File: src/pgs_sqrt_pipe.sv
// Pipelined integer square root, one root bit per register stage.
// Depends on nothing; the top level steps it with its pipeline enable.
module pgs_sqrt_pipe #(
    parameter int ROOT_BITS = 32
) (
    input  logic                     clk,
    input  logic                     en,
    input  logic [2*ROOT_BITS-1:0]   operand,
    output logic [ROOT_BITS-1:0]     root
);

    logic [2*ROOT_BITS-1:0] op_reg   [ROOT_BITS];
    logic [ROOT_BITS+1:0]   rem_reg  [ROOT_BITS];
    logic [ROOT_BITS-1:0]   root_reg [ROOT_BITS];

    for (genvar i = 0; i < ROOT_BITS; i++) begin : g_step
        logic [2*ROOT_BITS-1:0] op_in;
        logic [ROOT_BITS+1:0]   rem_in;
        logic [ROOT_BITS-1:0]   root_in;
        logic [ROOT_BITS+1:0]   rem_sh;
        logic [ROOT_BITS+1:0]   trial;
        logic [2*ROOT_BITS-1:0] op_next;
        logic [ROOT_BITS+1:0]   rem_next;
        logic [ROOT_BITS-1:0]   root_next;

        if (i == 0) begin : g_first
            assign op_in   = operand;
            assign rem_in  = '0;
            assign root_in = '0;
        end else begin : g_rest
            assign op_in   = op_reg[i-1];
            assign rem_in  = rem_reg[i-1];
            assign root_in = root_reg[i-1];
        end

        always_comb
        begin
            rem_sh  = {rem_in[ROOT_BITS-1:0], op_in[2*ROOT_BITS-1 -: 2]};
            trial   = {root_in, 2'b01};
            op_next = {op_in[2*ROOT_BITS-3:0], 2'b00};
            if (rem_sh >= trial)
            begin
                rem_next  = rem_sh - trial;
                root_next = {root_in[ROOT_BITS-2:0], 1'b1};
            end
            else
            begin
                rem_next  = rem_sh;
                root_next = {root_in[ROOT_BITS-2:0], 1'b0};
            end
        end

        always_ff @(posedge clk)
        begin
            if (en)
            begin
                op_reg[i]   <= op_next;
                rem_reg[i]  <= rem_next;
                root_reg[i] <= root_next;
            end
        end
    end

    assign root = root_reg[ROOT_BITS-1];

endmodule

File: config.mk
export PLATFORM = sky130hd
export DESIGN_NAME = pgs_sqrt_pipe
export DESIGN_NICKNAME = d
export VERILOG_FILES = /design/src/pgs_sqrt_pipe.sv
export SDC_FILE = /design/constraint.sdc
export NUM_CORES = 2
export LEC_CHECK = 0
export BUFFER_PORTS_ARGS = -buffer_cell sky130_fd_sc_hd__buf_2
export CAP_MARGIN = 10
export CORE_MARGIN = 1.5
export CORE_UTILIZATION = 55
export CTS_BUF_LIST = sky130_fd_sc_hd__clkbuf_8
export CTS_CLUSTER_SIZE = 30
export DETAILED_ROUTE_END_ITERATION = 10
export PLACE_DENSITY = 0.71
export SLEW_MARGIN = 20
export SYNTH_ARGS = -nofsm -noshare
export SYNTH_HDL_FRONTEND = slang
export SYNTH_MEMORY_MAX_BITS = 65536
export SYNTH_SLANG_ARGS = --single-unit
File: constraint.sdc
create_clock -name clk -period 3.9 [get_ports clk]
set_input_delay 0.585 -clock clk [delete_from_list [all_inputs] [get_ports clk]]
set_output_delay 0.585 -clock clk [all_outputs]
set_load 0.03 [all_outputs]
==> impl_metrics.json <==
{
  "firstDrtPassIters": 8,
  "area_delta_synth_final_pct": 12.1,
  "setup_tns_ps": 0,
  "wl_met3_mm": 8.33,
  "fill_cells": 15752,
  "hpwl_mm": 164,
  "clock_latency_ps": 1070,
  "grt_overflow": 0,
  "p_leak_nw": 49.7,
  "whs_path_depth": 1,
  "power.density_nw_per_um2": 578,
  "vias": 68826,
  "grt_pass1_wl_mm": 365,
  "io_pins": 98,
  "cpPeakStageDelay_ps": 500,
  "clk_pin_slew_ps": 60,
  "grt_usage_pct": 21.8,
  "die_area_um2": 210000,
  "wl_met2_mm": 116,
  "antenna_found_initial": 2,
  "worstHoldStart": "en",
  "vdd_drop_max_v": 0.000406,
  "start_util_pct": 55.5,
  "clock_tree.root_cell": "clkbuf_8",
  "core_um2": 205000,
  "fin_nets": 9985,
  "clock_path_buffers": 4,
  "largest_register_ffs": 992,
  "hold_violations": 0,
  "ff2ff_setup_slack_ps": 160,
  "top_layer_used": "met4",
  "drc": 0,
  "min_path_type": "in2reg",
  "synth_seq_cells": 2465,
  "setup.worst_path.class": "reg2reg",
  "drtIter0Drc": 5247,
  "ys_async_sr_fraction_pct": 0,
  "maxCapViolations": 0,
  "path_buf_inv": 1,
  "fin_crit_ps": 3740,
  "multi_input_area_um2": 36800,
  "port_buffers": 97,
  "fin_crit_sh_pct": 95.9,
  "die_height_um": 458,
  "mostFrequentLayoutCells": "edfxtp_1 (2,465), inv_1 (824), nand2_1 (607)",
  "grt_max_degree": 101,
  "synth_enable_flop_cells": 2465,
  "netlist_area_um2": 114000,
  "reg2reg_from": "rem_reg[1][442]$_DFFE_PP_",
  "cts_tree": "built",
  "layout_setup_ws_ps": 161,
  "stdcell_area_um2": 128000,
  "viasPerCell": 5.57,
  "relSlewSlack_pct": 33.8,
  "synth_fp_nets": 9375,
  "critPathMaxFanout": 19,
  "setup_violations": 0,
  "rr_worst_depth": 10,
  "antenna_left": 0,
  "rr_endpoint": "rem_reg[1][493]$_DFFE_PP_",
  "cp-start-kind": "register",
  "place_area_um2": 119000,
  "avgSynthCellArea_um2": 13.0,
  "worst_path_max_delay_cell": "o31ai_1",
  "hold_ws_ps": 177,
  "ff_latch_area_um2": 74000,
  "finClkSkew_ps": 99.8,
  "outcome": "complete, no violations",
  "cts_buffers": 409,
  "ys_types": 83,
  "final_max_slew_viol_count": 0,
  "fin_total_pwr_mw": 73.8,
  "cp_top_family": "compound AO/OA/AOI/OAI gates",
  "crit_arrival_ps": 4480,
  "timing.critical_path.mode_cell": "o21ai_0",
  "wl_met1_mm": 97.1,
  "cts.sinks": 2465,
  "synth_ff_type": "edfxtp_1",
  "holdPathEnd": "op_reg[0][29]$_DFFE_PP_",
  "drive_gt1_share_pct": 9.81,
  "tightest_slew_ps": 993,
  "cts_max_level": 5,
  "required_ps": 4650,
  "place_ws_ps": 133,
  "wl_per_cell_um": 18.6,
  "synth-seq-area-share_pct": 65.0,
  "syn_inst": 8748,
  "endpoint_kind": "register",
  "rows": 166,
  "wirelength_mm": 230,
  "rsz0062_at_grt": "no",
  "grt_pass1_vias": 68904,
  "cp_cell_sequence": "ha_1 > nor2b_1 > o31a_1 > o21ai_0 > o211ai_1 > o31ai_1 > o21ai_0 > a21oi_4 > buf_4 > o21ai_0",
  "yosys_warnings": 0,
  "die_x_um": 458,
  "fmax_mhz": 267,
  "gp_congestion": 0.904,
  "layout_commonest_cell": "edfxtp_1"
}
Yosys cell counts, types with 11 or more instances:
cell,n,area (um2)
and4_1,13,114
o21a_1,95,713
nand3b_1,36,270
nor4b_1,18,158
a21oi_1,517,2590
edfxtp_1,2465,74000
o31ai_1,58,435
a211oi_1,43,323
o21bai_1,62,465
xnor2_1,414,3630
a31o_2,11,96.3
inv_1,707,2650
nor3_1,222,1110
nor3b_1,15,113
and2_1,30,188
buf_2,17,85.1
mux2_2,66,743
or3_1,73,457
nand4_1,98,613
and3_1,37,231
o41ai_1,15,131
nor2_1,536,2010
nand2_1,607,2280
nor2b_1,78,488
or4_1,46,345
clkbuf_1,123,462
a21o_1,212,1590
a31oi_1,45,282
ha_1,561,7020
o211ai_1,21,158
a221oi_1,15,131
nor4_1,94,588
o21ai_0,482,2410
a2111oi_0,18,158
xor2_1,378,3310
a21boi_0,26,195
nand2b_1,133,832
a211o_1,18,158
nand3_1,144,721
or2_2,47,294
cells by family (layout without fill, tap and decap cells):
family	count (synthesis)	count (layout)	synth area share, %
buf+inv	858	1779	2.85
other cells	1	6	0.00329
flops	2465	2465	65.0
mux	76	76	0.740
xor+xnor	792	792	6.09
simple gates	2264	2264	9.81
fa+ha+maj	561	561	6.16
compound gates	1731	1731	9.36
routing by layer:
| layer | vias to the layer above | track usage, % |
|---|---|---|
| li1 | 33568 | - |
| met1 | 33300 | 27.3 |
| met2 | 1434 | 38.3 |
| met3 | 524 | 3.03 |
| met4 | 0 | 8.21 |
| met5 | - | 0 |
where the power goes:
part	internal [mW]	total [mW]	switching (mW)
sequential	33.7	36.0	2.37
clock	11.9	21.9	9.96
combinational	6.83	15.9	9.07
final cells by class:
| type | count | area share, % |
|---|---|---|
| repair buffers | 348 | 2.41 |
| clock buffers | 417 | 4.50 |
| inverters | 709 | 2.08 |
| diodes | 5 | 0.00980 |
| clock inverters | 305 | 1.60 |
| flip-flops and latches | 2465 | 58.0 |
| multi-input cells | 5425 | 28.8 |
| well taps | 2688 | 2.63 |
through the flow:
step,std cells,util [%]
2_1_floorplan,8748,-
3_3_place_gp,11567,58.1
3_5_place_dp,11567,58.1
4_1_cts,12354,62.2
5_1_grt,12360,62.2
6_report,12362,62.2
worst register-to-register path: stages (launching register included):
cell	delay, ps
edfxtp_1	450
ha_1	390
nor2b_1	170
o31a_1	250
o21ai_0	180
o211ai_1	200
o31ai_1	500
o21ai_0	390
a21oi_4	450
buf_4	300
o21ai_0	170
how the worst max path moves through the flow:
stage,to,slack (ps),from,cells past startpoint
2_1_floorplan,rem_reg[1][72]$_DFFE_PP_,420,rem_reg[1][34]$_DFFE_PP_,12
3_3_place_gp,rem_reg[1][310]$_DFFE_PP_,180,rem_reg[1][272]$_DFFE_PP_,11
3_5_place_dp,rem_reg[1][311]$_DFFE_PP_,130,root_reg[1][256]$_DFFE_PP_,12
4_1_cts,rem_reg[1][315]$_DFFE_PP_,110,root_reg[1][256]$_DFFE_PP_,12
5_1_grt,rem_reg[1][493]$_DFFE_PP_,6,rem_reg[1][442]$_DFFE_PP_,10
6_report,rem_reg[1][493]$_DFFE_PP_,160,rem_reg[1][442]$_DFFE_PP_,10
what timing repair did:
item | 4_1_cts | 5_1_grt
resized for setup | 0 | 12
buffers inserted | 0 | 3
endpoints found under the setup margin | 0 | 71
hold buffers | 65 | 0
endpoints found under the hold margin | 65 | 0
No activity file was read; power rests on OpenSTA's default activity.
